==> config.mk <==
export PLATFORM = sky130hd
export DESIGN_NAME = rcv_window
export DESIGN_NICKNAME = d
export VERILOG_FILES = /design/src/design/rcv_pkg.sv /design/src/design/rcv_window.sv
export SDC_FILE = /design/constraint.sdc
export NUM_CORES = 1
export LEC_CHECK = 0
export ABC_CLOCK_PERIOD_IN_PS = 37900
export BUFFER_PORTS_ARGS = -buffer_cell sky130_fd_sc_hd__buf_2
export CAP_MARGIN = 20
export CORE_AREA = 2 2 380 382
export DETAILED_ROUTE_END_ITERATION = 8
export DIE_AREA = 0 0 382 384
export GPL_TIMING_DRIVEN = 0
export PLACE_DENSITY_LB_ADDON = 0.15
export SYNTH_ARGS = -nofsm -noshare
export SYNTH_HDL_FRONTEND = slang
export SYNTH_SLANG_ARGS = --single-unit
==> constraint.sdc <==
create_clock -name clk -period 37.9 [get_ports clk]
set_clock_uncertainty 0.05 [all_clocks]
set_input_delay 7.58 -clock clk [delete_from_list [all_inputs] [get_ports clk]]
set_output_delay 7.58 -clock clk [all_outputs]
set_load 0.01 [all_outputs]
==> src/design/rcv_pkg.sv <==
// ----------------------------------------------------------------------------
// rcv_pkg: shared types and constants of the RGBA 5x5 convolution
// Word layouts of both channels, window and kernel types, pipeline control
// structs and the configuration register map.
// ----------------------------------------------------------------------------
`default_nettype none

package rcv_pkg;

  localparam int NUM_ROWS  = 5;   // kernel rows, one per input pixel
  localparam int NUM_TAPS  = 5;   // kernel columns
  localparam int HIST      = 4;   // previous columns kept in the window
  localparam int NUM_CH    = 4;   // R, G, B, A
  localparam int PIX_W     = 8;
  localparam int COEF_W    = 12;
  localparam int FRAC_W    = 8;   // Q4.8 coefficients
  localparam int PROD_W    = 20;  // 9-bit signed pixel times 12-bit signed coefficient
  localparam int ROWSUM_W  = 23;  // sum of five products
  localparam int SUM_W     = 25;  // sum of five row sums
  localparam int KREG_W    = 60;
  localparam int NUM_KREGS = 5;
  localparam int CFG_IDX_W = 3;

  localparam logic [KREG_W-1:0] KERNEL_RESET = 60'h00A00A00A00A00A;
  localparam logic [PIX_W-1:0]  PIX_MAX      = 8'hFF;

  // Configuration register indexes
  localparam logic [CFG_IDX_W-1:0] REG_KERNEL_ROW_0 = 3'd0;
  localparam logic [CFG_IDX_W-1:0] REG_KERNEL_ROW_1 = 3'd1;
  localparam logic [CFG_IDX_W-1:0] REG_KERNEL_ROW_2 = 3'd2;
  localparam logic [CFG_IDX_W-1:0] REG_KERNEL_ROW_3 = 3'd3;
  localparam logic [CFG_IDX_W-1:0] REG_KERNEL_ROW_4 = 3'd4;

  typedef logic [PIX_W*NUM_CH-1:0] pixel_t;

  typedef struct packed {
    pixel_t top2_pixel;
    pixel_t top1_pixel;
    pixel_t center_pixel;
    pixel_t bottom1_pixel;
    pixel_t bottom2_pixel;
    logic   first_in_row;
    logic   last_in_row;
  } in_word_t;

  typedef struct packed {
    pixel_t filtered_pixel;
    logic   row_end;
  } out_word_t;

  // Column index 0 is the oldest column; row index 0 is top2.
  typedef pixel_t [NUM_ROWS-1:0] column_t;
  typedef column_t [NUM_TAPS-1:0] view_t;
  typedef logic [NUM_TAPS-1:0][NUM_ROWS-1:0][PIX_W-1:0] chan_view_t;

  typedef logic [NUM_KREGS-1:0][KREG_W-1:0] kernel_t;

  typedef logic signed [SUM_W-1:0] sum_t;

  typedef struct packed {
    logic valid;
    logic row_end;
  } job_t;

  typedef struct packed {
    logic a;
    logic b;
    logic c;
  } pipe_en_t;

endpackage

`default_nettype wire

==> src/design/rcv_window.sv <==
// ----------------------------------------------------------------------------
// rcv_window: sliding column window and row sequencer
// Keeps the four previous columns, handles left-edge fill and right-edge
// flush, and issues one five-column view per cycle to the lanes while take is high.
// ----------------------------------------------------------------------------
`default_nettype none

module rcv_window
  import rcv_pkg::*;
(
  input  wire logic     clk,
  input  wire logic     rst_n,
  input  wire logic     in_valid,
  input  wire in_word_t in_data,
  output logic          in_ready,
  input  wire logic     take,
  output job_t          job,
  output view_t         view
);

  localparam logic [1:0] SEEN_NONE = 2'd0;
  localparam logic [1:0] SEEN_ONE  = 2'd1;
  localparam logic [1:0] SEEN_FULL = 2'd3;

  localparam logic [1:0] FLUSH_NONE = 2'd0;
  localparam logic [1:0] FLUSH_ONE  = 2'd1;
  localparam logic [1:0] FLUSH_TWO  = 2'd2;

  column_t [HIST-1:0] win_r, win_nxt;
  logic [1:0]         seen_r, seen_nxt;
  logic [1:0]         flush_r, flush_nxt;

  column_t    cur;
  logic       flushing;
  logic       fill;
  logic [1:0] seen_upd;
  logic       emit_norm;
  logic [1:0] pending;
  logic       item_acc;

  always_comb begin
    cur[0] = in_data.top2_pixel;
    cur[1] = in_data.top1_pixel;
    cur[2] = in_data.center_pixel;
    cur[3] = in_data.bottom1_pixel;
    cur[4] = in_data.bottom2_pixel;

    flushing = flush_r != FLUSH_NONE;
    // A new row starts on first_in_row or whenever no row is open.
    fill      = in_data.first_in_row || (seen_r == SEEN_NONE);
    seen_upd  = fill ? SEEN_ONE : ((seen_r == SEEN_FULL) ? SEEN_FULL : seen_r + 2'd1);
    emit_norm = seen_upd == SEEN_FULL;
    pending   = (seen_upd == SEEN_ONE) ? FLUSH_ONE : FLUSH_TWO;

    // During a flush the newest column stands in for the missing right columns.
    for (int t = 0; t < HIST; t++) begin
      view[t] = win_r[t];
    end
    view[HIST] = flushing ? win_r[HIST-1] : cur;

    in_ready    = take && !flushing;
    item_acc    = in_valid && in_ready;
    job.valid   = flushing || (in_valid && emit_norm);
    job.row_end = flushing && (flush_r == FLUSH_ONE);

    win_nxt   = win_r;
    seen_nxt  = seen_r;
    flush_nxt = flush_r;
    if (flushing && take) begin
      win_nxt   = {win_r[HIST-1], win_r[HIST-1:1]};
      flush_nxt = flush_r - 2'd1;
    end else if (item_acc) begin
      win_nxt   = fill ? {HIST{cur}} : {cur, win_r[HIST-1:1]};
      seen_nxt  = in_data.last_in_row ? SEEN_NONE : seen_upd;
      flush_nxt = in_data.last_in_row ? pending : FLUSH_NONE;
    end
  end

  always_ff @(posedge clk) begin
    if (!rst_n) begin
      seen_r  <= SEEN_NONE;
      flush_r <= FLUSH_NONE;
    end else begin
      seen_r  <= seen_nxt;
      flush_r <= flush_nxt;
    end
  end

  always_ff @(posedge clk) begin
    win_r <= win_nxt;
  end

endmodule

`default_nettype wire

# Word level (Yosys, flattened, before mapping)
# Cells that the tools add are included.
# word_totals
reg_bits	644
inputBits	166
out_inout_bits	803
word_cells	52
# classes
addsub	2
eq_ne	4
mux	11
bitwise_logic	1
reduce_logical	12
# op_table
operator	n
two-way mux 480 bit	3
two-way mux 160 bit	1
two-way mux 2 bit	7
logical AND 1 bit	5
equality test 2 x 1 -> 1 bit (second input constant)	2
equality test 2 bit (second input constant)	2
nonzero test 2 bit	2
adder 2 x 1 -> 2 bit (second input constant)	1
zero test 2 bit	1
logical OR 1 bit	2
AND reduction 2 bit	1
subtractor 2 x 1 -> 2 bit (second input constant)	1
zero test 1 bit	1
inverter 1 bit	1

# Logic depth before layout (Yosys ltp)
# logic_depth
ltp_word	8
mapped_depth	7
depth_no_buf	6

# Least setup slack after synthesis
# OpenSTA, ideal clock, no wires.
# synth_path
kind	input to register
from	input port in_valid
to	register win_r, in the netlist view[0] (enable)
setup_ns	1.336
t_arrival_ns	27.548
required_time_ns	36.514
slack_ns	8.966
cell_stages	2
path_buffers	0
cell_sequence	nor2b_1 > nor2_1
# synth_between
elab_chain_len	2
# synth_lines
item	line_no	source
from (decl)	rcv_window.sv:13	input wire logic in_valid,
logical AND 1 bit	rcv_window.sv:62	item_acc = in_valid && in_ready;
nonzero test 2 bit (no source line)	n/a	
to (signal assigned)	rcv_window.sv:90	win_r <= win_nxt;
to (decl)	rcv_window.sv:29	column_t [HIST-1:0] win_r, win_nxt;
# No other way between the ends.
# A chain may end at the register's enable or synchronous reset.

==> metrics.md <==
| Metric | Value |
|---|---|
| Status | finished clean |
| Endpoint class of the critical path | output port |
| Share of cells above drive strength 1 | 71.7% |
| Worst Setup Slack, final | 22040 ps |
| Sequential fraction of the synthesis area | 69.1% |
| Worst path depth | 3 |
| Skew-Pair Late Insertion Delay | 660 ps |
| Hold/Removal Path Class | flop to flop |
| Synth Cell Area | 27900 um2 |
| Hold Path Stages | 2 |
| Vias in the first global route | 18744 |
| CP Buf/Inv Count | 2 |
| Synthesized flop and latch total | 644 |
| PD cells | 53.8 nW/um2 |
| Data arrival, critical path | 8230 ps |
| Initial Utilization | 19.6% |
| CP Launch Type | primary input |
| Final ANT Viol Nets | 0 |
| Drt initial violations | 832 |
| WL final | 108 mm |
| DRC viols | 0 |
| # rows | 139 |
| Crit Path Category | primary input to output port |
| Final Hold Viols | 0 |
| Pleak | 14.8 nW |
| Postcts setup bufs | 0 |
| Num CTS Buffers | 79 |
| Synth warnings | 0 |
| Iteration count of the initial detailed-routing pass | 5 |
| Final setup viols | 0 |
| CTS tree | yes |
| Die area | 147000 um2 |
| Syn avg cell area | 20.2 um2 |
| CP peak stage delay | 340 ps |
| Post-layout nets | 2624 |
| Number of distinct library cells after synthesis | 25 |
| Period minus WS final | 15860 ps |
| Slowest-stage cell, CP | mux2_2 |
| Clk slew on worst S/H paths | 60 ps |
| CTS max path bufs | 3 |
| Top cell type's share of synthesized area | 68.8% |
| Core Util, Final | 26.7% |
| Fmax achieved | 63.0 MHz |
| Grt total ovfl | 0 |
| Post_cts resized | 0 |
| CP Cell Sequence | buf_2, mux2_2, buf_2 |
| Post-CTS Hold Fix Bufs | 0 |
| Core area | 143000 um2 |
| CTS Root Cell | clkbuf_16 |
| CTS HTree Levels | 3 |
| Actual slew at the worst max-slew pin | 998 ps |
| Mapped Cells | 1386 |
| Largest net degree at the start of global routing | 83 |
| Slew HR | 33.5% |
| Tot Pwr | 0.00205 W |
| Worst-path fanout max | 5 |
| R2R depth | 11 |
| Overall routing resource usage | 14.0% |
| Synthesis-to-finish area growth | 36.6% |
| Vias per cell | 3.98 |
| Tcrit/Tclk final | 41.9% |
| Port Buffers | 968 |
| Most frequent CP cell | buf_2 |
| Die height | 384 um |
| Commonest cells after routing, fill and taps aside | buf_2 (1015), edfxtp_1 (640), mux2_2 (440) |
| Dpl ws | 22020 ps |
| Cell taking the most area after synthesis | edfxtp_1 |
| Worst VDD drop | 0.0257 mV |
| Max Cap Violations | 0 |
| Worst endpoint required time | 30270 ps |
| Crit path max-delay family | multiplexers |
| GP Congestion | 0.837 |
| Synth area leaders | edfxtp_1 (69%), mux2_2 (18%), mux2_4 (11%), buf_6 (0.89%), buf_2 (0.84%) |
| RSZ-0062 raised after global routing | false |
| Die W | 382 um |
| Routed via count | 17604 |
| Initial antenna violation count | 17 |
| Syn nets | 1554 |
| Top Ports | 969 |
| DR WL/cell | 24.3 um |
| First-pass GRT wire length | 148 mm |
| CTS sink cnt | 644 |
| Commonest non-fill, non-tap cell in the layout | buf_2 |
| Final Slew Violations | 0 |
| DP Wirelength | 80.8 mm |
synth_stat cells:
library cell / number
o21a_1: 2
ha_1: 2
o21ai_2: 1
o311ai_0: 1
buf_6: 22
o21ai_0: 1
nor2b_1: 1
nand2_1: 2
mux2_4: 200
buf_2: 47
and2_1: 2
mux2_2: 440
a31oi_1: 1
or3_1: 1
nor2_1: 1
nand3b_1: 1
o31a_1: 1
dfxtp_1: 4
nor3_1: 3
nand3_1: 2
inv_1: 7
o21bai_4: 1
a21oi_1: 1
clkbuf_1: 2
edfxtp_1: 640
metrics by stage:
step / area (um2) / hold WS [ps] / instances / TNS, ps
after detailed placement: 35700 / 461 / 4278 / 0
after global routing: 38200 / 489 / 4421 / 0
after CTS: 38200 / 470 / 4418 / 0
after global placement: 35200 / 481 / 4257 / -1353760
final: 38200 / 468 / 4423 / 0
after floorplan: 27900 / 428 / 1386 / 0
final cells by class:
| type | instances | area (um2) |
|---|---|---|
| multi-input combinational | 664 | 8140 |
| timing repair buffer | 989 | 5310 |
| clock inverter | 38 | 385 |
| inverter | 7 | 33.8 |
| antenna | 5 | 12.5 |
| clock buffer | 102 | 2130 |
| sequential | 644 | 19300 |
| tap | 1903 | 2380 |
| buffer | 71 | 492 |
| fill | 14731 | 105000 |
per-layer routing:
| metal | wire length [um] | global-route usage (%) |
|---|---|---|
| met1 | 42100 | 16.1 |
| met4 | 2640 | 4.08 |
| met2 | 52600 | 23.6 |
| met5 | 84 | 0 |
| met3 | 10100 | 5.96 |
final timing paths:
kind                                   start         to  slack, ps
worst max-delay path            in_data[131]  view[641]      22040
worst min register to register     seen_r[0]  seen_r[0]        470
worst min-delay path               seen_r[0]  seen_r[0]        470
worst max register to register    flush_r[0]  view[233]      34410
flip-flops by register name, summed over array words and instances, names as in the netlist:
register,cells
view,640
seen_r,2
flush_r,2
power breakdown:
group / total [W] / switching (W) / internal, W
Sequential: 0.000896 / 0.0000309 / 0.000866
Combinational: 0.000408 / 0.000226 / 0.000182
Clock: 0.000750 / 0.000313 / 0.000438
Total: 0.00205 / 0.000570 / 0.00148
worst reg2reg max path, delay by kind of cell, from the launching register on:
family        cells  cell delay, ps
buf+inv           8            1790
simple gates      2             690
flops             1             360
fa+ha+maj         1             270
cells by family after synthesis:
family                     Yosys count  synth area share [%]
DFF                                644                  69.1
muxes                              640                  28.5
buffers and inverters               78                  1.85
and+or+nand+nor                     13                 0.246
AOI/OAI and AO/OA                    9                 0.273
adders and majority gates            2                0.0895
No activity file was read; power rests on OpenSTA's default activity.
