## config.mk

```make
export PLATFORM = sky130hd
export DESIGN_NAME = rcv_merge
export DESIGN_NICKNAME = d
export VERILOG_FILES = /design/src/design/rcv_pkg.sv /design/src/design/rcv_merge.sv
export SDC_FILE = /design/constraint.sdc
export NUM_CORES = 1
export LEC_CHECK = 0
export BUFFER_PORTS_ARGS = -buffer_cell sky130_fd_sc_hd__buf_2
export CORE_MARGIN = 8
export CORE_UTILIZATION = 40
export DETAILED_ROUTE_END_ITERATION = 12
export PLACE_DENSITY = 0.92
export SKIP_CTS_REPAIR_TIMING = 1
export SYNTH_ARGS = -nofsm -noshare
export SYNTH_HDL_FRONTEND = slang
export SYNTH_SLANG_ARGS = --single-unit
export TNS_END_PERCENT = 5
```

## constraint.sdc

```tcl
create_clock -name clk -period 2.3 [get_ports clk]
set_input_delay 0.115 -clock clk [delete_from_list [all_inputs] [get_ports clk]]
set_output_delay 0.115 -clock clk [all_outputs]
set_load 0.01 [all_outputs]
```

## src/design/rcv_pkg.sv

```systemverilog
// ----------------------------------------------------------------------------
// rcv_pkg: shared types and constants of the RGBA 5x5 convolution
// Word layouts of both channels, window and kernel types, pipeline control
// structs and the configuration register map.
// ----------------------------------------------------------------------------
`default_nettype none

package rcv_pkg;

  localparam int NUM_ROWS  = 5;   // kernel rows, one per input pixel
  localparam int NUM_TAPS  = 5;   // kernel columns
  localparam int HIST      = 4;   // previous columns kept in the window
  localparam int NUM_CH    = 4;   // R, G, B, A
  localparam int PIX_W     = 8;
  localparam int COEF_W    = 12;
  localparam int FRAC_W    = 8;   // Q4.8 coefficients
  localparam int PROD_W    = 20;  // 9-bit signed pixel times 12-bit signed coefficient
  localparam int ROWSUM_W  = 23;  // sum of five products
  localparam int SUM_W     = 25;  // sum of five row sums
  localparam int KREG_W    = 60;
  localparam int NUM_KREGS = 5;
  localparam int CFG_IDX_W = 3;

  localparam logic [KREG_W-1:0] KERNEL_RESET = 60'h00A00A00A00A00A;
  localparam logic [PIX_W-1:0]  PIX_MAX      = 8'hFF;

  // Configuration register indexes
  localparam logic [CFG_IDX_W-1:0] REG_KERNEL_ROW_0 = 3'd0;
  localparam logic [CFG_IDX_W-1:0] REG_KERNEL_ROW_1 = 3'd1;
  localparam logic [CFG_IDX_W-1:0] REG_KERNEL_ROW_2 = 3'd2;
  localparam logic [CFG_IDX_W-1:0] REG_KERNEL_ROW_3 = 3'd3;
  localparam logic [CFG_IDX_W-1:0] REG_KERNEL_ROW_4 = 3'd4;

  typedef logic [PIX_W*NUM_CH-1:0] pixel_t;

  typedef struct packed {
    pixel_t top2_pixel;
    pixel_t top1_pixel;
    pixel_t center_pixel;
    pixel_t bottom1_pixel;
    pixel_t bottom2_pixel;
    logic   first_in_row;
    logic   last_in_row;
  } in_word_t;

  typedef struct packed {
    pixel_t filtered_pixel;
    logic   row_end;
  } out_word_t;

  // Column index 0 is the oldest column; row index 0 is top2.
  typedef pixel_t [NUM_ROWS-1:0] column_t;
  typedef column_t [NUM_TAPS-1:0] view_t;
  typedef logic [NUM_TAPS-1:0][NUM_ROWS-1:0][PIX_W-1:0] chan_view_t;

  typedef logic [NUM_KREGS-1:0][KREG_W-1:0] kernel_t;

  typedef logic signed [SUM_W-1:0] sum_t;

  typedef struct packed {
    logic valid;
    logic row_end;
  } job_t;

  typedef struct packed {
    logic a;
    logic b;
    logic c;
  } pipe_en_t;

endpackage

`default_nettype wire

```

## src/design/rcv_merge.sv

```systemverilog
// ----------------------------------------------------------------------------
// rcv_merge: channel clamp, packing and output register
// Floors each lane sum by the fraction bits, clamps to 0..255, packs RGBA.
// ----------------------------------------------------------------------------
`default_nettype none

module rcv_merge
  import rcv_pkg::*;
(
  input  wire logic clk,
  input  wire logic rst_n,
  input  wire sum_t sums [NUM_CH],
  input  wire job_t ctl,
  output logic      rdy,
  output logic      out_valid,
  input  wire logic out_ready,
  output out_word_t out_data
);

  function automatic logic [PIX_W-1:0] clamp_px(sum_t s);
    logic [SUM_W-FRAC_W-1:0] whole;
    whole = s[SUM_W-1:FRAC_W];
    if (s < 0) begin
      return '0;
    end else if (whole > (SUM_W-FRAC_W)'(PIX_MAX)) begin
      return PIX_MAX;
    end else begin
      return whole[PIX_W-1:0];
    end
  endfunction

  logic      out_valid_r, out_valid_nxt;
  out_word_t out_r, out_nxt;

  always_comb begin
    rdy = !out_valid_r || out_ready;
    out_valid_nxt = rdy ? ctl.valid : out_valid_r;
    for (int ch = 0; ch < NUM_CH; ch++) begin
      out_nxt.filtered_pixel[PIX_W*ch +: PIX_W] = clamp_px(sums[ch]);
    end
    out_nxt.row_end = ctl.row_end;
  end

  always_ff @(posedge clk) begin
    if (!rst_n) begin
      out_valid_r <= 1'b0;
    end else begin
      out_valid_r <= out_valid_nxt;
    end
  end

  always_ff @(posedge clk) begin
    if (rdy) begin
      out_r <= out_nxt;
    end
  end

  assign out_valid = out_valid_r;
  assign out_data  = out_r;

endmodule

`default_nettype wire

```

=== Word level (Yosys, flattened, before mapping) ===
Cells that the tools add are included.

* Register bits: 34
* Bits in latches: 0
* Memory bits (writable): 0
* ROM bits: 0
* Memories: 0

* Add/sub/neg operators: 0
* Multiply operators: 0
* Divide/modulo/power cells: 0
* $lt $le $gt $ge: 8
* Equal/unequal tests: 0
* Shift-type cells: 0
* Muxes and demuxes: 4
* Bitwise logic cells: 0
* Reductions and logical operators: 2

{| class="wikitable"
|+ Operator list
! kind !! number
|-
| $lt A25 B1 Y1 const B || 4
|-
| $gt A17 B8 Y1 const B || 4
|-
| $mux W8 || 4
|-
| $logic_not A1 Y1 || 1
|-
| $logic_or A1 B1 Y1 || 1
|}

=== Logic depth before layout (Yosys ltp) ===
Gate-level depths: netlist of run 1.

* Depth after elaboration: 2
* Gate-level depth with buffers: 3

=== Least setup slack after synthesis of run 1 ===
OpenSTA, ideal clock, no wires.

* Path kind: flip-flop to flip-flop
* Start: register out_valid_r, in the netlist out_valid
* End: register out_r (netlist bit out_data[0]), enable pin
* Library setup time: 399 ps
* Data arrival time: 1,190 ps
* Data required time: 1,901 ps
* Path slack: 710 ps
* Stages on the path, launching flop included: 2
* Path buffers: 0
* Period minus slack after synthesis: 1,590 ps
* Cell sequence: dfxtp_1 > nand2b_1

* Word-level cells in the longest chain between the ends: 2

{| class="wikitable"
|+ Ends and longest elaborated chain
! element !! line !! RTL
|-
| from (decl) || rcv_merge.sv:32 || <nowiki>logic out_valid_r, out_valid_nxt;</nowiki>
|-
| from (signal assigned) || rcv_merge.sv:48 || <nowiki>out_valid_r <= out_valid_nxt;</nowiki>
|-
| $logic_not A1 Y1 || rcv_merge.sv:36 || <nowiki>rdy = !out_valid_r || out_ready;</nowiki>
|-
| $logic_or A1 B1 Y1 || rcv_merge.sv:36 ||
|-
| net rdy || rcv_merge.sv:14 || <nowiki>output logic rdy,</nowiki>
|-
| to (signal assigned) || rcv_merge.sv:54 || <nowiki>out_r <= out_nxt;</nowiki>
|-
| to (decl) || rcv_merge.sv:33 || <nowiki>out_word_t out_r, out_nxt;</nowiki>
|}

The timed path passes the listed nets, and every way through them passes these cells.
A chain may end at the register's enable or synchronous reset.

=== Worst setup path after layout of run 1 ===
* Start: register out_valid_r, in the netlist out_valid
* End: output port rdy

* Word-level cells in the longest chain between the ends: 2

{| class="wikitable"
|+ Ends and longest elaborated chain
! element !! line
|-
| $logic_not A1 Y1 || rcv_merge.sv:36
|-
| $logic_or A1 B1 Y1 || rcv_merge.sv:36
|-
| to (decl) || rcv_merge.sv:14
|}

Every way passes these cells.

==> results.json, run 1 <==
{
  "path_buf_inv": 2,
  "gp_congestion": 0.7886,
  "synth_area_leaders": "edfxtp_1 (63%), a31oi_1 (13%), nor4_4 (9.5%)",
  "path_class": "flop to primary output",
  "cts_root_buf": "clkbuf_8",
  "synth_compound_area_share_pct": 13.30,
  "clkTransAtPathRegs_ns": 0.06,
  "synth_ff_type": "edfxtp_1",
  "ys_seq_area_share_pct": 64.74,
  "grt_pass1_wl_mm": 6.706,
  "end_kind": "primary output",
  "r2r_end": "out_data[17]",
  "synthDistinctLibCells": 13,
  "ant_nets": 0,
  "cts_tree": "yes",
  "tns_ns": 0,
  "layout.nets": 329,
  "cts_buffers": 5,
  "fmax_mhz": 741.2,
  "path_cells": "nand2b_1 > buf_4 > buf_2",
  "crit_path_start_kind": "flop",
  "yosys.area_share.adder_pct": 0,
  "synth_top_family_by_area": "simple AND/OR/NAND/NOR gates",
  "synth-simple-area-share_pct": 13.38,
  "cp_max_fo": 35,
  "fin_skew_ns": 0.003255,
  "yosysMostFrequentCell": "edfxtp_1",
  "drive_gt1_share_pct": 53.33,
  "design.core.area_um2": 3716,
  "syn_area_um2": 1561,
  "hp-start": "ctl[0]",
  "die_height_um": 78.48,
  "crit_start": "out_valid",
  "slew_headroom_pct": 68.83,
  "reg2reg_slack_ns": 1.20,
  "die-area_um2": 6159,
  "clock_latency_ns": 0.28,
  "drt_wl_total_mm": 4.262,
  "setup.worst_path.end": "rdy",
  "reg2reg_depth": 2,
  "synth.top_cells.by_count": "edfxtp_1 (33), a31oi_1 (32), inv_1 (25)",
  "via_per_inst": 4.982,
  "syn_to_final_growth_pct": 41.19,
  "arrival_ns": 1.23,
  "min_period_ns": 1.349,
  "synth.mux.area_fraction_pct": 0,
  "status": "completed",
  "slowest_delay_ns": 0.37,
  "synth_top_area_share_pct": 63.46,
  "maxCapViolCount": 0,
  "multi_input_area_um2": 416.7,
  "ys_async_sr_fraction_pct": 0,
  "fin_crit_sh_pct": 58.66,
  "slew_viol_final": 0,
  "area.sequential_um2": 1011,
  "synth_edf_count": 33,
  "pre_cts_ws_ns": 1.085,
  "die_w_um": 78.48,
  "vias": 1360,
  "peakVddDrop_uv": 244.4,
  "cpMaxStageDelayCell": "buf_4",
  "synth_xor_xnor_area_share_pct": 0,
  "route.detailed.drc": 0,
  "yosysWarnings": 0,
  "synth-seq-cells": 34,
  "antenna_found_initial": 0,
  "post_drt_wl_per_cell_um": 15.61,
  "ios": 140,
  "synth.avg_cell_area_um2": 13.46,
  "h-tree-depth": 2,
  "cts.path.max_buffers": 2,
  "hp-class": "input port to flop",
  "power-per-cell-area_nw_per_um2": 611.1,
  "first_pass_iters": 4,
  "worstReg2RegStart": "out_valid",
  "start_util_pct": 42.02,
  "drtIter0Drc": 58,
  "n_antenna_cell": 0,
  "overflow": 0,
  "rsz0062_at_grt": "false",
  "grt_max_degree": 36,
  "synth_fp_nets": 221,
  "clock-sinks": 34,
  "hold_viol_final": 0,
  "fillers": 309,
  "place_hpwl_mm": 3.555,
  "worst-path-stages": 3,
  "num_rows": 22,
  "syn_inst": 116,
  "layout_setup_ws_ns": 0.9508,
  "grtUsageTotal_pct": 13.83,
  "worstPathRequired_ns": 2.18,
  "setup_viol": 0,
  "grt_pass1_vias": 1413,
  "yosys.area.top_type": "edfxtp_1",
  "critPathTopFamily": "buffers and inverters",
  "port_buffers": 107,
  "p_leak_nw": 1.021,
  "whs_ns": 0.01087,
  "tightestPinTransition_ns": 0.4641
}
cells by family (layout without fill, tap and decap cells):
kind of cell           after synthesis  count (layout)
DFF                                 34              34
AOI/OAI and AO/OA                   33              33
buffers and inverters               32             141
and+or+nand+nor                     17              17
layout by cell type, fill, tap and decap left out:
cell type and n:
nor4_1 8, inv_1 25, buf_2 107, nor2_1 1
buf_4 1, a21boi_0 1, clkbuf_8 5, nor4_4 7
clkbuf_1 3, nand2b_1 1, edfxtp_1 33, dfxtp_1 1
a31oi_1 32
power breakdown:
group,switching (mW),internal [mW]
clock network,0.187,0.214
registers,0.00975,0.727
logic,0.116,0.0929
stage by stage:
stage	util, %	total power, mW	cell area [um2]	instances
CTS	59.33	1.357	2205	273
global route	59.33	1.403	2205	273
floorplan	-	0.8367	1562	116
detailed placement	57.17	0.9615	2125	265
global placement	57.17	0.9508	2125	265
finish	59.33	1.347	2205	273
final cells by class:
| type | count | share of cell area [%] |
|---|---|---|
| Clock buffer | 8 | 3.632 |
| Inverter | 25 | 4.257 |
| Multi-Input combinational cell | 50 | 18.90 |
| Sequential cell | 34 | 45.86 |
| Tap cell | 48 | 2.724 |
| Timing Repair Buffer | 108 | 24.63 |
worst min-delay path by stage:
| stage | endpoint | slack, ns | cells after the start |
|---|---|---|---|
| after global placement | out_data[0] | 0.29 | 1 |
| after detailed placement | out_data[0] | 0.30 | 1 |
| final | out_data[0] | 0.01 | 1 |
| after CTS | out_data[0] | 0.006 | 1 |
| after floorplan | out_data[0] | 0.21 | 0 |
| after global routing | out_data[0] | 0.01 | 1 |
flip-flops by register name (all words and copies together), names as in the netlist:
signal     cells
out_data      33
out_valid      1
metal layers:
layer	up-vias	global-route usage, %	share of wire [%]
li1	665	-	-
met5	-	0	0
met3	7	7.289	14
met2	97	23.53	48
met1	591	13.32	37
met4	0	7.222	1.9
worst reg2reg max path, stage by stage (launching register included):
cell	delay, ns
dfxtp_1	0.30
nand2b_1	0.06
buf_4	0.37
(Power assumes the default switching activity.)
==> run 2: changes to the inputs <==
--- a/config.mk
+++ b/config.mk
@@ -5,11 +5,12 @@
 export SDC_FILE = /design/constraint.sdc
 export NUM_CORES = 1
 export LEC_CHECK = 0
+export ABC_AREA = 1
 export BUFFER_PORTS_ARGS = -buffer_cell sky130_fd_sc_hd__buf_2
 export CORE_MARGIN = 8
-export CORE_UTILIZATION = 40
+export CORE_UTILIZATION = 35
 export DETAILED_ROUTE_END_ITERATION = 12
-export PLACE_DENSITY = 0.92
+export PLACE_DENSITY = 0.83
 export SKIP_CTS_REPAIR_TIMING = 1
 export SYNTH_ARGS = -nofsm -noshare
 export SYNTH_HDL_FRONTEND = slang
==> constraint.sdc (replaced) <==
create_clock -name clk -period 1.1 [get_ports clk]
set_input_delay 0.055 -clock clk [delete_from_list [all_inputs] [get_ports clk]]
set_output_delay 0.055 -clock clk [all_outputs]
set_load 0.01 [all_outputs]
==> run 2 against run 1 <==
Against the previous run: synthesized cell count increased by 67%; largest cell class unchanged; via count increased by 16%; highest routed layer unchanged; die area increased by 23%.
==> results.json, run 2 <==
{
  "status": "completed",
  "end_kind": "primary output",
  "h-tree-depth": 2,
  "clkPwrFrac_pct": 29.3,
  "switching_share_pct": 23.45,
  "drt_wl_total_mm": 4.239,
  "p_comb_share_pct": 16.6,
  "fillers": 482,
  "rsz0062_at_grt": "false",
  "gp_congestion": 0.8153,
  "yosys.area.top_type": "edfxtp_1",
  "fin_crit_sh_pct": 91.04,
  "slew_viol_final": 0,
  "ant_nets": 0,
  "port_buffers": 107,
  "tns_ns": 0,
  "synth_fp_nets": 299,
  "mostFrequentLayoutCell": "buf_2",
  "grt_pass1_vias": 1562,
  "synth.avg_cell_area_um2": 9.120,
  "route.detailed.drc": 0,
  "p_int_mw": 2.183,
  "cts.path.max_buffers": 2,
  "path_cells": "nand2_4 > buf_12 > buf_2",
  "slowest_delay_ns": 0.35,
  "antenna_found_initial": 0,
  "ys_async_sr_fraction_pct": 0,
  "cts_root_buf": "clkbuf_8",
  "arrival_ns": 0.95,
  "first_pass_iters": 5,
  "grt_max_degree": 19,
  "ios": 140,
  "synth.top_cells.by_count": "inv_1 (66), nand2_1 (36), edfxtp_1 (33)",
  "die_w_um": 87.10,
  "yosysWarnings": 0,
  "seqPwrFrac_pct": 54.0,
  "reg2reg_slack_ns": 0.14,
  "path_class": "flop to primary output",
  "worstPathRequired_ns": 1.04,
  "slew_headroom_pct": 77.84,
  "synth_top_area_share_pct": 56.01,
  "post_drt_wl_per_cell_um": 11.07,
  "syn_area_um2": 1769,
  "power-per-cell-area_nw_per_um2": 1117,
  "cts_buffers": 5,
  "tightestPinTransition_ns": 0.3313,
  "grt_pass1_wl_mm": 6.748,
  "synth_edf_count": 33,
  "fin_total_pwr_mw": 2.851,
  "drtIter0Drc": 50,
  "hold_viol_final": 0,
  "design.core.area_um2": 4977,
  "p_sw_mw": 0.6685,
  "fin_skew_ns": 0.004717,
  "die-area_um2": 7586,
  "cp_max_fo": 2,
  "clock-sinks": 34,
  "via_per_inst": 4.107,
  "p_leak_nw": 1.423,
  "overflow": 0,
  "syn_inst": 194,
  "synth-seq-cells": 34,
  "drive_gt1_share_pct": 42.81,
  "min_period_ns": 1.001,
  "start_util_pct": 35.55,
  "fmax_mhz": 998.6,
  "syn_to_final_growth_pct": 44.27,
  "layout.nets": 417,
  "place_hpwl_mm": 3.595,
  "yosysMostFrequentCell": "inv_1",
  "largest_register_ffs": 33,
  "die_height_um": 87.10,
  "hp-class": "input port to flop",
  "cpMaxStageDelayCell": "dfxtp_2",
  "num_rows": 26,
  "layout_common_cells": "buf_2 (107), inv_1 (66), nand2_1 (35)",
  "maxCapViolCount": 0,
  "vias": 1573,
  "cts_tree": "yes",
  "crit_path_start_kind": "flop",
  "synthDistinctLibCells": 14,
  "synth_area_leaders": "edfxtp_1 (56%), inv_1 (14%), nand3_1 (9.1%)",
  "n_antenna_cell": 0,
  "grtUsageTotal_pct": 11.15,
  "synth_ff_type": "edfxtp_1",
  "peakVddDrop_uv": 364.3,
  "ys_seq_area_share_pct": 57.14,
  "clock_latency_ns": 0.27,
  "clkTransAtPathRegs_ns": 0.06,
  "setup_viol": 0
}
## run 2: cell count changes in the layout (fill, tap and decap cells not counted), moves of 2 or more
cell and change:
a31oi_1 -32, buf_12 +3, clkbuf_1 -2, inv_1 +41, inv_2 +3, nand2_1 +35
nand3_1 +32, nor2_1 +7, nor2_4 +4, nor3_4 +4, nor4_1 -8, nor4_4 -7
or2_4 +3
## run 2: worst paths after layout
check,start,end,cells after the start
hold reg to reg,out_valid,out_valid,3
setup reg to reg,out_valid,out_data[17],3
setup / recovery,out_valid,rdy,3
hold / removal,ctl[1],out_valid,3
## run 2: layer usage
| layer | routed length, um | GRT usage, % | part of all wire, % | vias to the layer above |
|---|---|---|---|---|
| met5 | 0 | 0 | 0 | - |
| met4 | 87 | 5.313 | 2.1 | 0 |
| met3 | 308 | 3.774 | 7.3 | 8 |
| met2 | 2372 | 21.37 | 56 | 71 |
| met1 | 1470 | 10.20 | 35 | 675 |
| li1 | - | - | - | 819 |
## run 2: cell families after synthesis
family / after synthesis / synth area share (%)
buf+inv: 70 / 15.63
simple gates: 89 / 26.80
flops: 34 / 57.14
compound gates: 1 / 0.4245
## run 2: critical path: cells and delay by family (launching register included)
| kind | cells | cell delay [ns] |
|---|---|---|
| buf+inv | 2 | 0.26 |
| flops | 1 | 0.35 |
| simple gates | 1 | 0.07 |
## run 2: area by class of cell
type                       count  area [um2]  share of cell area (%)
inverter                      70       276.5                   10.83
tap                           70       87.58                   3.431
sequential                    34        1012                   39.66
multi-input combinational     90       489.2                   19.17
clock buffer                   6       72.57                   2.843
clock inverter                 2       8.758                  0.3431
timing repair buffer         111       605.6                   23.73
## run 2: power by group through the flow
| stage | Clock [mW] | Sequential, mW | Combinational (mW) |
|---|---|---|---|
| 4_1_cts | 0.866 | 1.54 | 0.473 |
| 3_5_place_dp | 0 | 1.57 | 0.472 |
| 3_3_place_gp | 0 | 1.57 | 0.458 |
| 6_report | 0.837 | 1.54 | 0.474 |
| 2_1_floorplan | 0 | 1.62 | 0.149 |
| 5_1_grt | 0.918 | 1.55 | 0.529 |
## run 2: per-stage QoR
stage	area, um2	setup slack [ns]	hold slack, ns	instances	utilization (%)
floorplan	1777	0.1048	0.1539	194	-
global placement	2440	0.06408	0.2331	373	49.02
detailed placement	2440	0.03251	0.2373	373	49.02
CTS	2521	0.005784	-0.04829	381	50.65
global route	2552	0.04809	0.01350	383	51.28
finish	2552	0.09856	0.002407	383	51.28
